### src/rtl/owbm_pkg.sv
`default_nettype none

package owbm_pkg;

    // Operation codes carried on the input tuser.
    localparam logic [1:0] OP_TICK  = 2'd0;
    localparam logic [1:0] OP_RESET = 2'd1;
    localparam logic [1:0] OP_WRITE = 2'd2;
    localparam logic [1:0] OP_READ  = 2'd3;

    // Register indexes on the configuration port.
    localparam int unsigned REG_RESET_LOW       = 0;
    localparam int unsigned REG_PRESENCE_SAMPLE = 1;
    localparam int unsigned REG_RESET_TAIL      = 2;
    localparam int unsigned REG_SHORT_LOW       = 3;
    localparam int unsigned REG_LONG_LOW        = 4;
    localparam int unsigned REG_READ_SAMPLE     = 5;
    localparam int unsigned REG_SLOT_LENGTH     = 6;
    localparam int unsigned REG_READ_GAP        = 7;
    localparam int unsigned NUM_REGS            = 8;

    localparam int unsigned TIME_W = 10;

    // Fixed timing of the idle tail after a written byte.
    localparam logic [TIME_W-1:0] WRITE_TAIL_TIME = 10'd100;
    localparam logic [2:0]        LAST_BIT        = 3'd7;

    typedef logic [TIME_W-1:0] time_t;

    // One result word.
    typedef struct packed {
        logic       rejected;
        logic [7:0] read_byte;
        logic       presence_seen;
        logic       done_res;
        logic       busy_res;
        logic       drive_low;
    } result_t;

endpackage

`default_nettype wire

### src/rtl/one_wire_bus_master_unit.sv
// One-wire bus master: every input word is one microsecond tick.
// The result word of a tick is registered and valid in the cycle after acceptance.
// One input word per cycle unless m_tready stalls; next state is one registered pass.
// Reset: rst_n is asynchronous and active low; the bus returns to idle, the timing
// registers take their default values and the read result and presence flag clear.
`default_nettype none

module one_wire_bus_master_unit
    import owbm_pkg::*;
(
    input  wire logic        clk,
    input  wire logic        rst_n,

    // Input stream.
    input  wire logic        s_tvalid,
    output logic             s_tready,
    input  wire logic [15:0] s_tdata,   // [7:0] data_byte, [8] line_level, [15:9] zero
    input  wire logic [1:0]  s_tuser,   // [1:0] operation

    // Result stream.
    output logic             m_tvalid,
    input  wire logic        m_tready,
    output logic [15:0]      m_tdata,   // [0] drive_low, [1] busy_res, [2] done_res,
                                        // [3] presence_seen, [11:4] read_byte,
                                        // [12] rejected, [15:13] zero

    // Configuration port.
    input  wire logic        psel,
    input  wire logic        penable,
    input  wire logic        pwrite,
    input  wire logic [4:0]  paddr,
    input  wire logic [31:0] pwdata,
    output logic [31:0]      prdata,
    output logic             pready
);

    localparam logic [2:0] PH_IDLE     = 3'd0;
    localparam logic [2:0] PH_RST_LOW  = 3'd1;
    localparam logic [2:0] PH_RST_WAIT = 3'd2;
    localparam logic [2:0] PH_RST_TAIL = 3'd3;
    localparam logic [2:0] PH_SLOT     = 3'd4;
    localparam logic [2:0] PH_GAP      = 3'd5;
    localparam logic [2:0] PH_WTAIL    = 3'd6;

    time_t       cfg_reg [NUM_REGS];

    logic [2:0]  phase_reg, phase_next;
    logic [1:0]  cmd_reg, cmd_next;
    time_t       count_reg, count_next;
    logic [2:0]  bit_reg, bit_next;
    logic [7:0]  shift_reg, shift_next;
    logic        presence_reg, presence_next;
    logic [7:0]  result_byte_reg, result_byte_next;

    logic        out_valid_reg;
    result_t     out_word_reg;
    result_t     word_next;

    logic        in_accept;
    logic [1:0]  op;
    logic [7:0]  data_byte;
    logic        line_level;

    assign op         = s_tuser;
    assign data_byte  = s_tdata[7:0];
    assign line_level = s_tdata[8];

    // The output register frees up whenever its word is taken.
    assign s_tready  = !out_valid_reg || m_tready;
    assign in_accept = s_tvalid && s_tready;
    assign m_tvalid  = out_valid_reg;
    assign m_tdata   = {3'b000, out_word_reg};

    // Configuration registers.
    assign pready = 1'b1;
    assign prdata = {22'd0, cfg_reg[paddr[4:2]]};

    always_ff @(posedge clk or negedge rst_n)
    begin
        if (!rst_n)
        begin
            cfg_reg[REG_RESET_LOW]       <= 10'd480;
            cfg_reg[REG_PRESENCE_SAMPLE] <= 10'd70;
            cfg_reg[REG_RESET_TAIL]      <= 10'd410;
            cfg_reg[REG_SHORT_LOW]       <= 10'd6;
            cfg_reg[REG_LONG_LOW]        <= 10'd60;
            cfg_reg[REG_READ_SAMPLE]     <= 10'd15;
            cfg_reg[REG_SLOT_LENGTH]     <= 10'd70;
            cfg_reg[REG_READ_GAP]        <= 10'd15;
        end
        else if (psel && penable && pwrite)
        begin
            cfg_reg[paddr[4:2]] <= pwdata[TIME_W-1:0];
        end
    end

    // Next state and result of one tick.
    always_comb
    begin
        logic bitv;
        logic ends;
        time_t low_time;

        phase_next       = phase_reg;
        cmd_next         = cmd_reg;
        count_next       = count_reg;
        bit_next         = bit_reg;
        shift_next       = shift_reg;
        presence_next    = presence_reg;
        result_byte_next = result_byte_reg;
        word_next        = '0;
        bitv             = 1'b0;
        ends             = 1'b0;
        low_time         = '0;

        // Command start, or rejection while a command runs.
        if (phase_reg == PH_IDLE)
        begin
            if (op != OP_TICK)
            begin
                cmd_next   = op;
                count_next = '0;
                bit_next   = '0;
                if (op == OP_RESET)
                begin
                    presence_next = 1'b0;
                    phase_next    = PH_RST_LOW;
                end
                else
                begin
                    shift_next = (op == OP_WRITE) ? data_byte : 8'd0;
                    phase_next = PH_SLOT;
                end
            end
        end
        else if (op != OP_TICK)
        begin
            word_next.rejected = 1'b1;
        end

        if (phase_next != PH_IDLE)
        begin
            word_next.busy_res = 1'b1;
            unique case (phase_next)
                PH_RST_LOW:
                begin
                    word_next.drive_low = 1'b1;
                    ends = ({1'b0, count_next} + 11'd1) >= {1'b0, cfg_reg[REG_RESET_LOW]};
                    if (ends)
                    begin
                        phase_next = PH_RST_WAIT;
                        count_next = '0;
                    end
                    else
                    begin
                        count_next = count_next + 10'd1;
                    end
                end
                PH_RST_WAIT:
                begin
                    ends = ({1'b0, count_next} + 11'd1)
                           >= {1'b0, cfg_reg[REG_PRESENCE_SAMPLE]};
                    if (ends)
                    begin
                        phase_next = PH_RST_TAIL;
                        count_next = '0;
                    end
                    else
                    begin
                        count_next = count_next + 10'd1;
                    end
                end
                PH_RST_TAIL:
                begin
                    // The first tail tick samples the presence pulse.
                    if (count_next == '0)
                    begin
                        presence_next = !line_level;
                    end
                    ends = ({1'b0, count_next} + 11'd1) >= {1'b0, cfg_reg[REG_RESET_TAIL]};
                    if (ends)
                    begin
                        phase_next       = PH_IDLE;
                        count_next       = '0;
                        word_next.done_res = 1'b1;
                    end
                    else
                    begin
                        count_next = count_next + 10'd1;
                    end
                end
                PH_SLOT:
                begin
                    bitv     = shift_next[bit_next];
                    low_time = (cmd_next == OP_WRITE && !bitv) ? cfg_reg[REG_LONG_LOW]
                                                               : cfg_reg[REG_SHORT_LOW];
                    word_next.drive_low = count_next < low_time;
                    if (cmd_next == OP_READ && count_next == cfg_reg[REG_READ_SAMPLE])
                    begin
                        shift_next[bit_next] = shift_next[bit_next] | line_level;
                    end
                    ends = ({1'b0, count_next} + 11'd1)
                           >= {1'b0, cfg_reg[REG_SLOT_LENGTH]};
                    if (ends)
                    begin
                        count_next = '0;
                        if (cmd_next == OP_READ && cfg_reg[REG_READ_GAP] != '0)
                        begin
                            phase_next = PH_GAP;
                        end
                        else if (bit_next != LAST_BIT)
                        begin
                            bit_next   = bit_next + 3'd1;
                            phase_next = PH_SLOT;
                        end
                        else if (cmd_next == OP_WRITE && WRITE_TAIL_TIME != '0)
                        begin
                            phase_next = PH_WTAIL;
                        end
                        else
                        begin
                            if (cmd_next == OP_READ)
                            begin
                                result_byte_next = shift_next;
                            end
                            phase_next         = PH_IDLE;
                            word_next.done_res = 1'b1;
                        end
                    end
                    else
                    begin
                        count_next = count_next + 10'd1;
                    end
                end
                PH_GAP:
                begin
                    ends = ({1'b0, count_next} + 11'd1) >= {1'b0, cfg_reg[REG_READ_GAP]};
                    if (ends)
                    begin
                        count_next = '0;
                        if (bit_next != LAST_BIT)
                        begin
                            bit_next   = bit_next + 3'd1;
                            phase_next = PH_SLOT;
                        end
                        else if (cmd_next == OP_WRITE && WRITE_TAIL_TIME != '0)
                        begin
                            phase_next = PH_WTAIL;
                        end
                        else
                        begin
                            if (cmd_next == OP_READ)
                            begin
                                result_byte_next = shift_next;
                            end
                            phase_next         = PH_IDLE;
                            word_next.done_res = 1'b1;
                        end
                    end
                    else
                    begin
                        count_next = count_next + 10'd1;
                    end
                end
                PH_WTAIL:
                begin
                    ends = ({1'b0, count_next} + 11'd1) >= {1'b0, WRITE_TAIL_TIME};
                    if (ends)
                    begin
                        if (cmd_next == OP_READ)
                        begin
                            result_byte_next = shift_next;
                        end
                        phase_next         = PH_IDLE;
                        count_next         = '0;
                        word_next.done_res = 1'b1;
                    end
                    else
                    begin
                        count_next = count_next + 10'd1;
                    end
                end
                default:
                begin
                    phase_next = PH_IDLE;
                end
            endcase
        end

        word_next.presence_seen = presence_next;
        word_next.read_byte     = result_byte_next;
    end

    // Bus state advances once per accepted tick.
    always_ff @(posedge clk or negedge rst_n)
    begin
        if (!rst_n)
        begin
            phase_reg       <= PH_IDLE;
            cmd_reg         <= OP_TICK;
            count_reg       <= '0;
            bit_reg         <= '0;
            shift_reg       <= '0;
            presence_reg    <= 1'b0;
            result_byte_reg <= '0;
        end
        else if (in_accept)
        begin
            phase_reg       <= phase_next;
            cmd_reg         <= cmd_next;
            count_reg       <= count_next;
            bit_reg         <= bit_next;
            shift_reg       <= shift_next;
            presence_reg    <= presence_next;
            result_byte_reg <= result_byte_next;
        end
    end

    // Result register.
    always_ff @(posedge clk or negedge rst_n)
    begin
        if (!rst_n)
        begin
            out_valid_reg <= 1'b0;
        end
        else if (s_tready)
        begin
            out_valid_reg <= s_tvalid;
        end
    end

    always_ff @(posedge clk)
    begin
        if (in_accept)
        begin
            out_word_reg <= word_next;
        end
    end

endmodule

`default_nettype wire
### config.mk
export PLATFORM = sky130hd
export DESIGN_NAME = one_wire_bus_master_unit
export DESIGN_NICKNAME = d
export VERILOG_FILES = /design/src/rtl/owbm_pkg.sv /design/src/rtl/one_wire_bus_master_unit.sv
export SDC_FILE = /design/constraint.sdc
export NUM_CORES = 1
export LEC_CHECK = 0
export ABC_AREA = 1
export BUFFER_PORTS_ARGS = -buffer_cell sky130_fd_sc_hd__buf_2
export CAP_MARGIN = 20
export CORE_MARGIN = 4
export CORE_UTILIZATION = 58
export CTS_BUF_LIST = sky130_fd_sc_hd__clkbuf_4 sky130_fd_sc_hd__clkbuf_8
export DETAILED_ROUTE_END_ITERATION = 16
export MAX_ROUTING_LAYER = met4
export PLACE_DENSITY = 0.79
export SYNTH_ARGS = -nofsm -noshare
export SYNTH_HDL_FRONTEND = slang
export SYNTH_SLANG_ARGS = --single-unit
### constraint.sdc
create_clock -name clk -period 3.95 [get_ports clk]
set_input_delay 0.79 -clock clk [delete_from_list [all_inputs] [get_ports clk]]
set_output_delay 0.79 -clock clk [all_outputs]
set_load 0.03 [all_outputs]
==> impl_metrics.tcl <==
set metrics [dict create \
    synth_edf_count 13 \
    synth.area.mux_share 0.00197 \
    synth_top_family_by_area "simple AND/OR/NAND/NOR gates" \
    avgSynthCellArea_um2 6.89 \
    synth_compound_area_frac 0.144 \
    place_area_mm2 0.0112 \
    numCtsBuffers 17 \
    grt_max_degree 70 \
    crit_path_end_kind "flop" \
    dieArea_mm2 0.0197 \
    worst_path_max_delay_cell "dfrtp_1" \
    hpwl_um 24500 \
    crit_family "simple AND/OR/NAND/NOR gates" \
    maxSlewViolCount 0 \
    vias 10368 \
    n_fill_cell 1507 \
    ioPinCount 113 \
    detail_route.wl_per_cell_um 17.3 \
    reg2reg_slack_ns 0.32 \
    grt_pass1_vias 9760 \
    drt-total-wl_um 31700 \
    cts_root_buf "clkbuf_8" \
    crit_chain "nor2_2, nand3_4, nand2_1, inv_2, ha_1, xor2_1, inv_1, ha_1, nand2_1, nor2_1, a211oi_1, nor2_1, nand3_1, nand3_1, nand2_2, nand3_1, nand2_2, inv_2, nand2_2, nand2_1, a21boi_1" \
    max-vdd-ir-drop_mv 0.449 \
    largest_register_ff_count 80 \
    drtAntennaViolNets 0 \
    required_ns 4.22 \
    core_area_mm2 0.0172 \
    cp_max_fo 6 \
    postCtsSetupBuffers 0 \
    crit_path_start_kind "flop" \
    power.density_mw_per_mm2 879 \
    grt_overflow 0 \
    clock.fmax_mhz 276 \
    path_clk_slew_ns 0.08 \
    run_status "finished, final reports clean" \
    synth.distinct_cells 52 \
    start_util 0.590 \
    via_per_inst 5.65 \
    rsz0062_at_grt "false" \
    grt_pass1_wl_um 51200 \
    finalSetupViolCount 0 \
    multi_input_area_mm2 0.00568 \
    ys_seq_area_frac 0.327 \
    synthArstFlopShare 0.899 \
    synth_cells 1476 \
    post-place-cells 1801 \
    ys_top_cells_by_area "dfrtp_1, nand2_1, dfstp_2" \
    fin_ws_ns 0.323 \
    reg2reg_to "m_tdata[8]$_DFFE_PP_" \
    row_count 48 \
    r2r_cells 21 \
    cts_tree "built" \
    cp_slowest_stage_delay_ns 0.42 \
    synthesis.area_mm2 0.0102 \
    finalClockSkew_ns 0.0152 \
    final_hold_viol_count 0 \
    drive_above_1_share 0.187 \
    worst_hold_path_type "in2async" \
    synth_top_area_share 0.214 \
    synth_fa_ha_area_frac 0.0640 \
    worstSetupPathType "reg2reg" \
    power.leakage_nw 6.02 \
    ys_dominant_reg_cell "dfrtp_1" \
    die-width_um 140 \
    synth-simple-area-share 0.332 \
    cts_hold_buf 0 \
    timing.rr.start "phase_reg[1]$_DFFE_PN0P_" \
    final_core_util 0.676 \
    drv_cap 0 \
    critPathArrivalTime_ns 3.89 \
    dieHeight_um 140 \
    cts_sinks 129 \
    finalCritPeriodShare 0.918 \
    area_growth_pct 14.5 \
    io_buffer_count 55 \
    worstMarginPinSlew_ns 0.962 \
    cp_num_buf_inv 3 \
    synth_area_leader_cell "dfrtp_1" \
    relSlewSlack 0.359 \
    gp_congestion 1.01 \
    synthXorXnorAreaFrac 0.00578 \
    seq_area_mm2 0.00333 \
    groute.usage.overall 0.337 \
    drtIter0Drc 1032 \
    clk_latency_ns 0.48 \
    finalCriticalPeriod_ns 3.63 \
    yosys_register_bits 129 \
    stdcell_area_mm2 0.0116 \
    drc 0 \
    yosys_warnings 0 \
    cts-htree-levels 4 \
    final_cells 1834 \
    dp_worst_setup_slack_ns -0.00224 \
    nets 1709 \
    antenna_found_initial 1 \
    firstDrtPassIters 6 \
    setup_tns_ns 0 \
    clock_path_buffers 2 \
]
[cells by family after synthesis]
family | count (synthesis)
AND/OR/NAND/NOR | 735
other | 2
XOR/XNOR | 5
flip-flops | 129
multiplexers | 2
buffers and inverters | 294
adder cells (fa/ha/maj) | 52
AO/OA/AOI/OAI | 257
[worst reg2reg max path: stages (launching register included)]
cell      delay [ns]
dfrtp_1         0.42
nor2_2          0.18
nand3_4         0.16
nand2_1         0.13
inv_2           0.05
ha_1            0.25
xor2_1          0.19
inv_1           0.27
ha_1            0.32
nand2_1         0.10
nor2_1          0.05
a211oi_1        0.17
nor2_1          0.06
nand3_1         0.08
nand3_1         0.10
nand2_2         0.13
nand3_1         0.18
nand2_2         0.13
inv_2           0.04
nand2_2         0.07
nand2_1         0.07
a21boi_1        0.29
[layout by cell type (no fill, tap or decap), drive strengths merged]
cell      count
a211oi        6
a21boi        2
a21oi        35
a221oi       17
a22oi         3
a31oi         3
and3          2
buf         151
bufinv        3
clkbuf       18
clkinv        4
clkinvlp      1
conb         26
dfrtp        87
dfstp        29
diode         1
edfxtp       13
ha           52
inv         225
mux2i         2
nand2       436
nand3       137
nand3b        2
nand4        42
nor2         93
nor3         16
nor4          3
o2111ai       4
o211ai        9
o21ai       156
o21bai        2
o221ai        1
o22ai        18
o2bb2ai       1
or2           4
xor2          5
[how the worst max path moves through the flow]
stage	slack, ns	startpoint	end	depth (start not counted)
3_5_place_dp	-0.002	s_tuser[0]	m_tdata[8]$_DFFE_PP_	23
5_1_grt	0.02	phase_reg[1]$_DFFE_PN0P_	m_tdata[0]$_SDFFCE_PN0P_	20
4_1_cts	0.36	phase_reg[1]$_DFFE_PN0P_	m_tdata[8]$_DFFE_PP_	21
6_report	0.32	phase_reg[1]$_DFFE_PN0P_	m_tdata[8]$_DFFE_PP_	21
3_3_place_gp	0.04	s_tuser[1]	count_reg[3]$_DFFE_PN0P_	26
2_1_floorplan	0.03	s_tuser[0]	m_tdata[9]$_DFFE_PP_	25
[power breakdown]
part	leakage, nW	switching (W)	internal, W
clock	0.223	0.000640	0.000667
sequential	1.52	0.000351	0.00180
combinational	4.28	0.00430	0.00248
total	6.02	0.00529	0.00495
[repair_timing]
action / CTS / global route
setup endpoints to repair: 0 / 1
gates resized for setup: 0 / 1
hold endpoints to repair: 0 / 0
[cells in the mapped netlist, drive strengths merged (9+ instances only)]
cell    number
nand4       42
nand2      436
buf         42
ha          52
a221oi      17
o21ai      156
a21oi       35
nor2        93
clkbuf      33
nand3      137
edfxtp      13
o211ai       9
dfrtp       87
o22ai       18
dfstp       29
inv        217
nor3        16
[layout make-up]
type / instances / share of cell area
clock inverter: 14 / 0.0165
tap: 225 / 0.0242
timing repair buffer: 151 / 0.0933
sequential: 129 / 0.286
clock buffer: 18 / 0.0213
antenna: 1 / 0.000215
inverter: 219 / 0.0707
multi-input combinational: 1077 / 0.488
[layer usage]
layer / wire length, µm / GRT usage / part of all wire / up-vias
met5: 0 / - / 0 / -
met4: 1740 / 0.172 / 0.055 / 0
met3: 1790 / 0.0516 / 0.056 / 111
met2: 15300 / 0.555 / 0.48 / 446
met1: 12900 / 0.401 / 0.41 / 4758
li1: - / - / - / 5053
[through the flow]
step                      hold slack (ns)  total power (W)
after global placement              0.463          0.00864
after global routing                0.489           0.0111
final                               0.429           0.0102
after floorplan                     0.449          0.00651
after CTS                           0.464           0.0101
after detailed placement            0.473          0.00880
No activity file was read; power rests on OpenSTA's default activity.
